## config.mk

```make
export PLATFORM = sky130hd
export DESIGN_NAME = life_automaton_generation
export DESIGN_NICKNAME = d
export VERILOG_FILES = /design/src/sv/lag_pkg.sv /design/src/sv/lag_ram.sv /design/src/sv/life_automaton_generation.sv
export SDC_FILE = /design/constraint.sdc
export NUM_CORES = 2
export LEC_CHECK = 0
export CORE_ASPECT_RATIO = 1.2
export CORE_MARGIN = 2
export CORE_UTILIZATION = 53
export DETAILED_ROUTE_END_ITERATION = 6
export DONT_BUFFER_PORTS = 1
export PLACE_DENSITY = 0.8
export SLEW_MARGIN = 25
export SYNTH_ARGS = -nofsm -noshare
export SYNTH_HDL_FRONTEND = slang
export SYNTH_SLANG_ARGS = --single-unit
```

## constraint.sdc

```tcl
create_clock -name clk -period 6.6 [get_ports clk]
set_input_delay 0.33 -clock clk [delete_from_list [all_inputs] [get_ports clk]]
set_output_delay 0.33 -clock clk [all_outputs]
set_load 0.03 [all_outputs]
```

## src/sv/lag_pkg.sv

```systemverilog
// Shared types and constants for the toroidal life automaton.
// Used by life_automaton_generation; no dependencies.
`timescale 1ns / 1ps
`default_nettype none

package lag_pkg;

    // Stream and configuration widths
    localparam int IN_DATA_W  = 16;
    localparam int IN_USER_W  = 2;
    localparam int OUT_DATA_W = 8;
    localparam int COORD_W    = 5;
    localparam int CFG_W      = 4;
    localparam int CFG_IDX_W  = 2;

    // Request kinds carried on the input tuser
    typedef enum logic [1:0] {
        FUNC_WRITE   = 2'd0,
        FUNC_READ    = 2'd1,
        FUNC_ADVANCE = 2'd2
    } func_t;

    // Configuration register indexes
    localparam logic [CFG_IDX_W-1:0] CFG_LONELY = 2'd0;
    localparam logic [CFG_IDX_W-1:0] CFG_CROWD  = 2'd1;
    localparam logic [CFG_IDX_W-1:0] CFG_BIRTH  = 2'd2;

    // Configuration reset values
    localparam logic [CFG_W-1:0] LONELY_RESET = 4'd1;
    localparam logic [CFG_W-1:0] CROWD_RESET  = 4'd4;
    localparam logic [CFG_W-1:0] BIRTH_RESET  = 4'd3;

    // Sequencer states
    typedef enum logic [2:0] {
        ST_IDLE = 3'b001,
        ST_CELL = 3'b010,
        ST_GEN  = 3'b100
    } state_t;

    // Survival and birth thresholds
    typedef struct packed {
        logic [CFG_W-1:0] lonely;
        logic [CFG_W-1:0] crowd;
        logic [CFG_W-1:0] birth;
    } rule_cfg_t;

endpackage

`default_nettype wire

```

## src/sv/lag_ram.sv

```systemverilog
// Generic simple dual-port RAM: one write port, one registered read port.
// No dependencies.
`timescale 1ns / 1ps
`default_nettype none

module lag_ram #(
    parameter int WIDTH = 32,
    parameter int DEPTH = 32
) (
    input  wire logic                     clk,
    input  wire logic                     we,
    input  wire logic [$clog2(DEPTH)-1:0] waddr,
    input  wire logic [WIDTH-1:0]         wdata,
    input  wire logic [$clog2(DEPTH)-1:0] raddr,
    output logic      [WIDTH-1:0]         rdata
);

    logic [WIDTH-1:0] mem [DEPTH];
    logic [WIDTH-1:0] rdata_reg;

    // Write port
    always_ff @(posedge clk)
    begin
        if (we)
        begin
            mem[waddr] <= wdata;
        end
    end

    // Registered read port
    always_ff @(posedge clk)
    begin
        rdata_reg <= mem[raddr];
    end

    assign rdata = rdata_reg;

endmodule

`default_nettype wire

```

## src/sv/life_automaton_generation.sv

```systemverilog
// Toroidal life automaton: cell write/read and whole-grid generation step.
// Depends on lag_pkg and lag_ram (one row of the grid per RAM word).
//
//  channel   | direction | handshake                   | content
//  ----------+-----------+-----------------------------+------------------------------
//  cfg       | in        | cfg_we                      | cfg_index, cfg_data (4 bits)
//  s_axis    | in        | s_axis_tvalid/s_axis_tready | request: kind, row, column
//  m_axis    | out       | m_axis_tvalid/m_axis_tready | result: cell_state, op_done
//
// Cell write or read, per request: row read, modify/write back or bit pick, result
// staging. Generation: the sweep reads one row per cycle, writes each updated row
// back once the row after it has been read, and keeps three rows in registers.
// Reset clears the row valid bits, so every row reads as dead until written.
// A finished result waits in an output register; the next request is taken
// while it waits, and the sequencer holds a further result until it drains.
`timescale 1ns / 1ps
`default_nettype none

module life_automaton_generation #(
    parameter int SIDE = 32
) (
    input  wire logic                               clk,
    input  wire logic                               rst_n,
    input  wire logic                               cfg_we,
    input  wire logic [lag_pkg::CFG_IDX_W-1:0]      cfg_index,
    input  wire logic [lag_pkg::CFG_W-1:0]          cfg_data,
    input  wire logic                               s_axis_tvalid,
    output logic                                    s_axis_tready,
    // [4:0] row, [9:5] column, [10] cell_value, [15:11] zero
    input  wire logic [lag_pkg::IN_DATA_W-1:0]      s_axis_tdata,
    // [1:0] func
    input  wire logic [lag_pkg::IN_USER_W-1:0]      s_axis_tuser,
    output logic                                    m_axis_tvalid,
    input  wire logic                               m_axis_tready,
    // [0] cell_state, [1] op_done, [7:2] zero
    output logic [lag_pkg::OUT_DATA_W-1:0]          m_axis_tdata
);

    localparam int AW = $clog2(SIDE);
    localparam int CW = $clog2(SIDE + 3);
    localparam logic [CW-1:0] GEN_LAST = CW'(SIDE + 2);
    localparam logic [CW-1:0] GEN_SIDE = CW'(SIDE);
    localparam logic [AW-1:0] ROW_LAST = AW'(SIDE - 1);

    // Control registers
    lag_pkg::state_t     state_reg, state_next;
    logic [CW-1:0]       gen_cnt_reg, gen_cnt_next;
    logic                res_pending_reg, res_pending_next;
    logic                out_valid_reg, out_valid_next;
    logic                rd_valid_reg;
    logic [SIDE-1:0]     valid_reg;
    lag_pkg::rule_cfg_t  rule_reg;

    // Payload registers
    logic                op_write_reg, op_write_next;
    logic [AW-1:0]       row_reg, row_next;
    logic [AW-1:0]       col_reg, col_next;
    logic                val_reg, val_next;
    logic                res_state_reg, res_state_next;
    logic                res_done_reg, res_done_next;
    logic                out_state_reg, out_state_next;
    logic                out_done_reg, out_done_next;
    logic [SIDE-1:0]     prev_reg, prev_next;
    logic [SIDE-1:0]     cur_reg, cur_next;
    logic [SIDE-1:0]     row0_reg, row0_next;

    // Memory port signals
    logic                mem_we;
    logic [AW-1:0]       mem_waddr;
    logic [SIDE-1:0]     mem_wdata;
    logic [AW-1:0]       mem_raddr;
    logic [SIDE-1:0]     mem_rdata;

    // Datapath signals
    logic                accept;
    lag_pkg::func_t      func_in;
    logic [lag_pkg::COORD_W-1:0] row_in;
    logic [lag_pkg::COORD_W-1:0] col_in;
    logic                val_in;
    logic                on_grid;
    logic [SIDE-1:0]     row_data;
    logic [SIDE-1:0]     next_row;
    logic [SIDE-1:0]     new_row;
    logic [SIDE-1:0]     cell_row;

    // Unpack the request
    assign func_in = lag_pkg::func_t'(s_axis_tuser);
    assign row_in  = s_axis_tdata[4:0];
    assign col_in  = s_axis_tdata[9:5];
    assign val_in  = s_axis_tdata[10];
    assign on_grid = (32'(row_in) < 32'(SIDE)) && (32'(col_in) < 32'(SIDE));

    assign s_axis_tready = (state_reg == lag_pkg::ST_IDLE) && !res_pending_reg;
    assign accept        = s_axis_tvalid && s_axis_tready;

    // Grid storage, one row per word
    lag_ram #(
        .WIDTH (SIDE),
        .DEPTH (SIDE)
    ) u_grid (
        .clk   (clk),
        .we    (mem_we),
        .waddr (mem_waddr),
        .wdata (mem_wdata),
        .raddr (mem_raddr),
        .rdata (mem_rdata)
    );

    // Rows never written since reset read as dead
    assign row_data = mem_rdata & {SIDE{rd_valid_reg}};

    // The last row of a sweep wraps to the saved copy of the old first row
    assign next_row = (gen_cnt_reg == GEN_LAST) ? row0_reg : row_data;

    // Select the read row
    always_comb
    begin
        case (state_reg)
            lag_pkg::ST_IDLE: mem_raddr = AW'(row_in);
            lag_pkg::ST_CELL: mem_raddr = row_reg;
            lag_pkg::ST_GEN:
            begin
                if (gen_cnt_reg == '0)
                begin
                    mem_raddr = ROW_LAST;
                end
                else
                begin
                    mem_raddr = AW'(gen_cnt_reg - CW'(1));
                end
            end
            default: mem_raddr = row_reg;
        endcase
    end

    // Apply the rule to every column of the middle row
    always_comb
    begin
        logic [3:0] cnt;
        int yl;
        int yr;
        for (int y = 0; y < SIDE; y++)
        begin
            yl = (y == 0) ? SIDE - 1 : y - 1;
            yr = (y == SIDE - 1) ? 0 : y + 1;
            cnt = 4'(prev_reg[yl]) + 4'(prev_reg[y]) + 4'(prev_reg[yr])
                + 4'(cur_reg[yl]) + 4'(cur_reg[yr])
                + 4'(next_row[yl]) + 4'(next_row[y]) + 4'(next_row[yr]);
            if (cur_reg[y])
            begin
                new_row[y] = !((cnt <= rule_reg.lonely) || (cnt >= rule_reg.crowd));
            end
            else
            begin
                new_row[y] = (cnt == rule_reg.birth);
            end
        end
    end

    // Merge one cell into the fetched row
    always_comb
    begin
        cell_row          = row_data;
        cell_row[col_reg] = val_reg;
    end

    // Drive the write port
    always_comb
    begin
        mem_we    = 1'b0;
        mem_waddr = row_reg;
        mem_wdata = cell_row;
        if (state_reg == lag_pkg::ST_CELL)
        begin
            mem_we = op_write_reg;
        end
        else if ((state_reg == lag_pkg::ST_GEN) && (gen_cnt_reg >= CW'(3)))
        begin
            mem_we    = 1'b1;
            mem_waddr = AW'(gen_cnt_reg - CW'(3));
            mem_wdata = new_row;
        end
    end

    // Sequencer and result staging
    always_comb
    begin
        state_next       = state_reg;
        gen_cnt_next     = gen_cnt_reg;
        res_pending_next = res_pending_reg;
        res_state_next   = res_state_reg;
        res_done_next    = res_done_reg;
        op_write_next    = op_write_reg;
        row_next         = row_reg;
        col_next         = col_reg;
        val_next         = val_reg;
        prev_next        = prev_reg;
        cur_next         = cur_reg;
        row0_next        = row0_reg;
        out_valid_next   = out_valid_reg;
        out_state_next   = out_state_reg;
        out_done_next    = out_done_reg;

        case (state_reg)
            lag_pkg::ST_IDLE:
            begin
                if (accept)
                begin
                    case (func_in)
                        lag_pkg::FUNC_WRITE, lag_pkg::FUNC_READ:
                        begin
                            if (on_grid)
                            begin
                                state_next    = lag_pkg::ST_CELL;
                                op_write_next = (func_in == lag_pkg::FUNC_WRITE);
                                row_next      = AW'(row_in);
                                col_next      = AW'(col_in);
                                val_next      = val_in;
                            end
                            else
                            begin
                                res_pending_next = 1'b1;
                                res_state_next   = 1'b0;
                                res_done_next    = 1'b0;
                            end
                        end
                        lag_pkg::FUNC_ADVANCE:
                        begin
                            state_next   = lag_pkg::ST_GEN;
                            gen_cnt_next = '0;
                        end
                        default:
                        begin
                            res_pending_next = 1'b1;
                            res_state_next   = 1'b0;
                            res_done_next    = 1'b0;
                        end
                    endcase
                end
            end
            lag_pkg::ST_CELL:
            begin
                state_next       = lag_pkg::ST_IDLE;
                res_pending_next = 1'b1;
                res_state_next   = op_write_reg ? 1'b0 : row_data[col_reg];
                res_done_next    = 1'b1;
            end
            lag_pkg::ST_GEN:
            begin
                gen_cnt_next = gen_cnt_reg + CW'(1);
                if (gen_cnt_reg == CW'(1))
                begin
                    prev_next = row_data;
                end
                else if (gen_cnt_reg == CW'(2))
                begin
                    cur_next  = row_data;
                    row0_next = row_data;
                end
                else if (gen_cnt_reg >= CW'(3))
                begin
                    prev_next = cur_reg;
                    cur_next  = next_row;
                end
                if (gen_cnt_reg == GEN_LAST)
                begin
                    state_next       = lag_pkg::ST_IDLE;
                    res_pending_next = 1'b1;
                    res_state_next   = 1'b0;
                    res_done_next    = 1'b1;
                end
            end
            default:
            begin
                state_next = lag_pkg::ST_IDLE;
            end
        endcase

        // Move a staged result into the output register once it is free
        if (res_pending_reg && (!out_valid_reg || m_axis_tready))
        begin
            out_valid_next   = 1'b1;
            out_state_next   = res_state_reg;
            out_done_next    = res_done_reg;
            res_pending_next = 1'b0;
        end
        else if (m_axis_tready)
        begin
            out_valid_next = 1'b0;
        end
    end

    // Control state
    always_ff @(posedge clk or negedge rst_n)
    begin
        if (!rst_n)
        begin
            state_reg       <= lag_pkg::ST_IDLE;
            gen_cnt_reg     <= '0;
            res_pending_reg <= 1'b0;
            out_valid_reg   <= 1'b0;
            rd_valid_reg    <= 1'b0;
            valid_reg       <= '0;
            rule_reg.lonely <= lag_pkg::LONELY_RESET;
            rule_reg.crowd  <= lag_pkg::CROWD_RESET;
            rule_reg.birth  <= lag_pkg::BIRTH_RESET;
        end
        else
        begin
            state_reg       <= state_next;
            gen_cnt_reg     <= gen_cnt_next;
            res_pending_reg <= res_pending_next;
            out_valid_reg   <= out_valid_next;
            rd_valid_reg    <= valid_reg[mem_raddr];
            if (mem_we)
            begin
                valid_reg[mem_waddr] <= 1'b1;
            end
            if (cfg_we)
            begin
                case (cfg_index)
                    lag_pkg::CFG_LONELY: rule_reg.lonely <= cfg_data;
                    lag_pkg::CFG_CROWD:  rule_reg.crowd  <= cfg_data;
                    lag_pkg::CFG_BIRTH:  rule_reg.birth  <= cfg_data;
                    default:             rule_reg        <= rule_reg;
                endcase
            end
        end
    end

    // Payload state
    always_ff @(posedge clk)
    begin
        op_write_reg  <= op_write_next;
        row_reg       <= row_next;
        col_reg       <= col_next;
        val_reg       <= val_next;
        res_state_reg <= res_state_next;
        res_done_reg  <= res_done_next;
        out_state_reg <= out_state_next;
        out_done_reg  <= out_done_next;
        prev_reg      <= prev_next;
        cur_reg       <= cur_next;
        row0_reg      <= row0_next;
    end

    assign m_axis_tvalid = out_valid_reg;
    assign m_axis_tdata  = {6'b0, out_done_reg, out_state_reg};

    // The grid is only written by a running cell or generation step
    assert property (@(posedge clk) disable iff (!rst_n)
        mem_we |-> (state_reg != lag_pkg::ST_IDLE))
        else $error("grid written while idle");

    // The sweep never reads a row in the cycle it rewrites it
    assert property (@(posedge clk) disable iff (!rst_n)
        ((state_reg == lag_pkg::ST_GEN) && mem_we && (gen_cnt_reg <= GEN_SIDE))
        |-> (mem_raddr != mem_waddr))
        else $error("generation read and write hit the same row");

    // A completed generation leaves every row written and a result staged
    assert property (@(posedge clk) disable iff (!rst_n)
        ((state_reg == lag_pkg::ST_GEN) && (gen_cnt_reg == GEN_LAST))
        |=> ((&valid_reg) && res_pending_reg && (state_reg == lag_pkg::ST_IDLE)))
        else $error("generation ended without covering the grid");

    // No request is taken while a result is still staged
    assert property (@(posedge clk) disable iff (!rst_n)
        res_pending_reg |-> !s_axis_tready)
        else $error("request accepted over a staged result");

endmodule

`default_nettype wire
```

==> impl_metrics.csv <==
group,metric,value,unit
sta,grt_setup_unrepaired,"no",
sta,clock_skew,0.0703,ns
critical_path,path_common_cell,"inv_1",
cells_and_area,multi_input_area,23400,sq um
logic_synthesis,synth_edf_count,1136,
clock_tree,cts_root_buffer,"clkbuf_16",
logic_synthesis,ys_seq_area_share,58.6,%
critical_path,reg2reg_slack,0.49,ns
detailed_routing,via_per_inst,6.40,
logic_synthesis,synth_top_area_share,55.3,%
logic_synthesis,syn_inst,4949,
sta,slew_violations,0,
clock_tree,cts.clk_slew.worst_paths,0.07,ns
clock_tree,htreeDepth,3,
cells_and_area,final_nets,5469,
place,dp_hpwl,102000,um
critical_path,critical_path.startpoint_type,"flop",
clock_tree,cts_setup_buffers,0,
cells_and_area,largest_reg_flops,1024,
logic_synthesis,async_flop_share,4.58,%
grt,antenna_found_initial,1,
grt,gr-total-overflow,0,
sta,relSlewSlack,30.6,%
place,placed_cells,6338,
floorplanning,start_util,53.2,%
critical_path,critPathMaxFanout,66,
critical_path,cp-end-kind,"flop",
sta,final.setup.tns,0,ns
logic_synthesis,synth-seq-cells,1224,
grt,track_usage,27.7,%
grt,grt_max_degree,179,
cells_and_area,top_register,"u_grid.mem",
floorplanning,rows,137,
logic_synthesis,synth-main-ff-cell,"edfxtp_1",
detailed_routing,dr_total_vias,42106,
cells_and_area,fill_cells,8547,
sta,hold_viol,0,
run_status,violations,"DRC",
floorplanning,dieArea,119000,sq um
clock_tree,cts_buffers,111,
run_status,status,"finished, violations left",
logic_synthesis,synth_area_leaders,"edfxtp_1, ha_1, fa_1, nand2_1, and3_1",
place,post_dp_cell_area,64300,sq um
detailed_routing,drt_iter0_markers,5108,
floorplanning,die_h,378,um
critical_path,arrival,6.51,ns
power,power,35300,uW
detailed_routing,drc,4,
cells_and_area,final_cell_area,68500,sq um
power,p_leak,0.0255,uW
logic_synthesis,yosysWarningCount,0,
sta,setup_viol,0,
clock_tree,cts_resized,0,
sta,finalWorstPathRequiredPeriod,6.11,ns
grt,grt_pass1_wl,250000,um
critical_path,required,7.00,ns
worst_hold_path,hold_path.class,"input port to flop",
sta,period_share,92.6,%
floorplanning,io_pins,39,
cells_and_area,drive_gt1_share,10.0,%
clock_tree,cts_tree,"done",
clock_tree,clkSinkCount,1224,
flow_run,cap_violations,0,
detailed_routing,wire_per_inst,25.3,um
logic_synthesis,synth_top_cell_by_area,"edfxtp_1",
sta,worst_pin_slew,1.04,ns
cells_and_area,regArea,36200,sq um
critical_path,critPathSlowestCell,"o21ai_4",
grt,grt_pass1_vias,41887,
logic_synthesis,synth_common_cells,"edfxtp_1, nand2_1, inv_1",
cells_and_area,syn2layout_area_growth,11.0,%
clock_tree,cts_hold_buf,32,
critical_path,slowest_delay,0.68,ns
sta,max_freq,164,MHz
logic_synthesis,avgSynthCellArea,12.5,sq um
clock_tree,clock_latency,0.73,ns
power,p_per_area,516,nW/um^2
detailed_routing,drtPass1Iterations,7,
detailed_routing,drt.antenna.violating_nets,0,
critical_path,critPathKind,"flop to flop",
place,io_buffers,0,
cells_and_area,diodes,0,
power,ir_worst_vdd,0.000390,V
floorplanning,core_area,116000,sq um
logic_synthesis,ys_types,70,
logic_synthesis,netlist_area,61700,sq um
critical_path,worstPathCellList,"inv_1 > ha_1 > nand2_1 > nor4_2 > buf_12 > nand2_1 > o21ai_0 > inv_1 > fa_1 > fa_1 > inv_1 > ha_1 > inv_1 > fa_1 > inv_1 > ha_1 > nor2b_1 > o21ai_0 > nand2b_1 > a21oi_1 > nor4_1 > a32oi_1 > o21ai_4",
logic_synthesis,yosysMostFrequentCell,"edfxtp_1",
detailed_routing,wl,166000,um
cells_and_area,finalNonFillerCells,6584,
place,routabilityCongestion,0.885,
floorplanning,die_x,315,um
clock_tree,cts_buffer_depth,3,
==> logic make-up after synthesis <==
logic type | Yosys count | synth area share [%]
multiplexers | 97 | 1.81
other | 1 | 0.00608
adder cells (fa/ha/maj) | 484 | 11.4
buffers and inverters | 659 | 4.35
AND/OR/NAND/NOR | 1339 | 11.2
flip-flops | 1224 | 58.6
XOR/XNOR | 169 | 2.40
AO/OA/AOI/OAI | 976 | 10.2
==> final cells by class <==
cell class | instances | share of cell area (%)
inverters | 361 | 1.98
flip-flops and latches | 1224 | 52.8
well taps | 1529 | 2.79
clock inverters | 59 | 0.974
clock buffers | 153 | 4.58
multi-input cells | 3071 | 34.1
repair buffers | 187 | 2.72
==> power breakdown <==
part           leakage (uW)  total (uW)  internal [uW]  switching [uW]
registers            0.0114       10200           9840             356
logic                0.0123       18400           7040           11400
clock network       0.00186        6680           3740            2940
total                0.0255       35300          20600           14700
==> stage by stage <==
stage	util, %	worst slack (ns)	hold slack (ns)
finish	59.1	0.492	0.0166
global route	59.1	0.183	0.0146
CTS	59.0	0.263	0.00478
detailed placement	55.5	0.272	0.0367
global placement	55.2	0.460	0.0371
floorplan	-	0.127	0.0344
==> path summary, 6_finish.rpt <==
kind | cells past startpoint | startpoint | to
max | 23 | gen_cnt_reg[0] | u_grid.mem[9][12]
min | 2 | cfg_index[1] | rule_reg[5]
max reg2reg | 23 | gen_cnt_reg[0] | u_grid.mem[9][12]
min reg2reg | 0 | res_state_reg | out_state_reg
max in group asynchronous | 2 | rst_n | state_reg[0]
min in group asynchronous | 2 | rst_n | rule_reg[10]
==> critical path, delay by kind of cell, from the launching register on <==
kind                       cells  cell delay [ns]
adders and majority gates      6             2.21
AOI/OAI and AO/OA              5             1.15
DFF                            1             0.48
buffers and inverters          6             0.94
and+or+nand+nor                6             0.96
==> layer usage <==
| layer | wire length [um] | global-route usage (%) |
|---|---|---|
| met2 | 82800 | 47.9 |
| met1 | 57900 | 33.2 |
| met4 | 9160 | 14.0 |
| met3 | 16500 | 4.77 |
| met5 | 0 | 0 |
==> cells in the final DEF, fill, tap and decap left out, types with 41 or more instances in the layout <==
cell type  synthesis  routed
edfxtp_1        1136    1136
nand2_1          599     592
inv_1            361     361
ha_1             358     358
a21oi_1          268     237
and3_1           224     224
o21ai_0          161     155
xnor2_1          135     135
buf_4             23     133
fa_1             126     126
a2111oi_0        124     124
clkbuf_16          0     111
nor2b_1          104     104
a211oi_1          96      96
a31oi_1           94      94
nand3_1           74      74
nand2b_1          72      72
mux2i_1           71      71
o22ai_1           67      67
nor4_1            64      63
dfrtp_1           51      49
nor3_1            42      41
(Power assumes the default switching activity.)
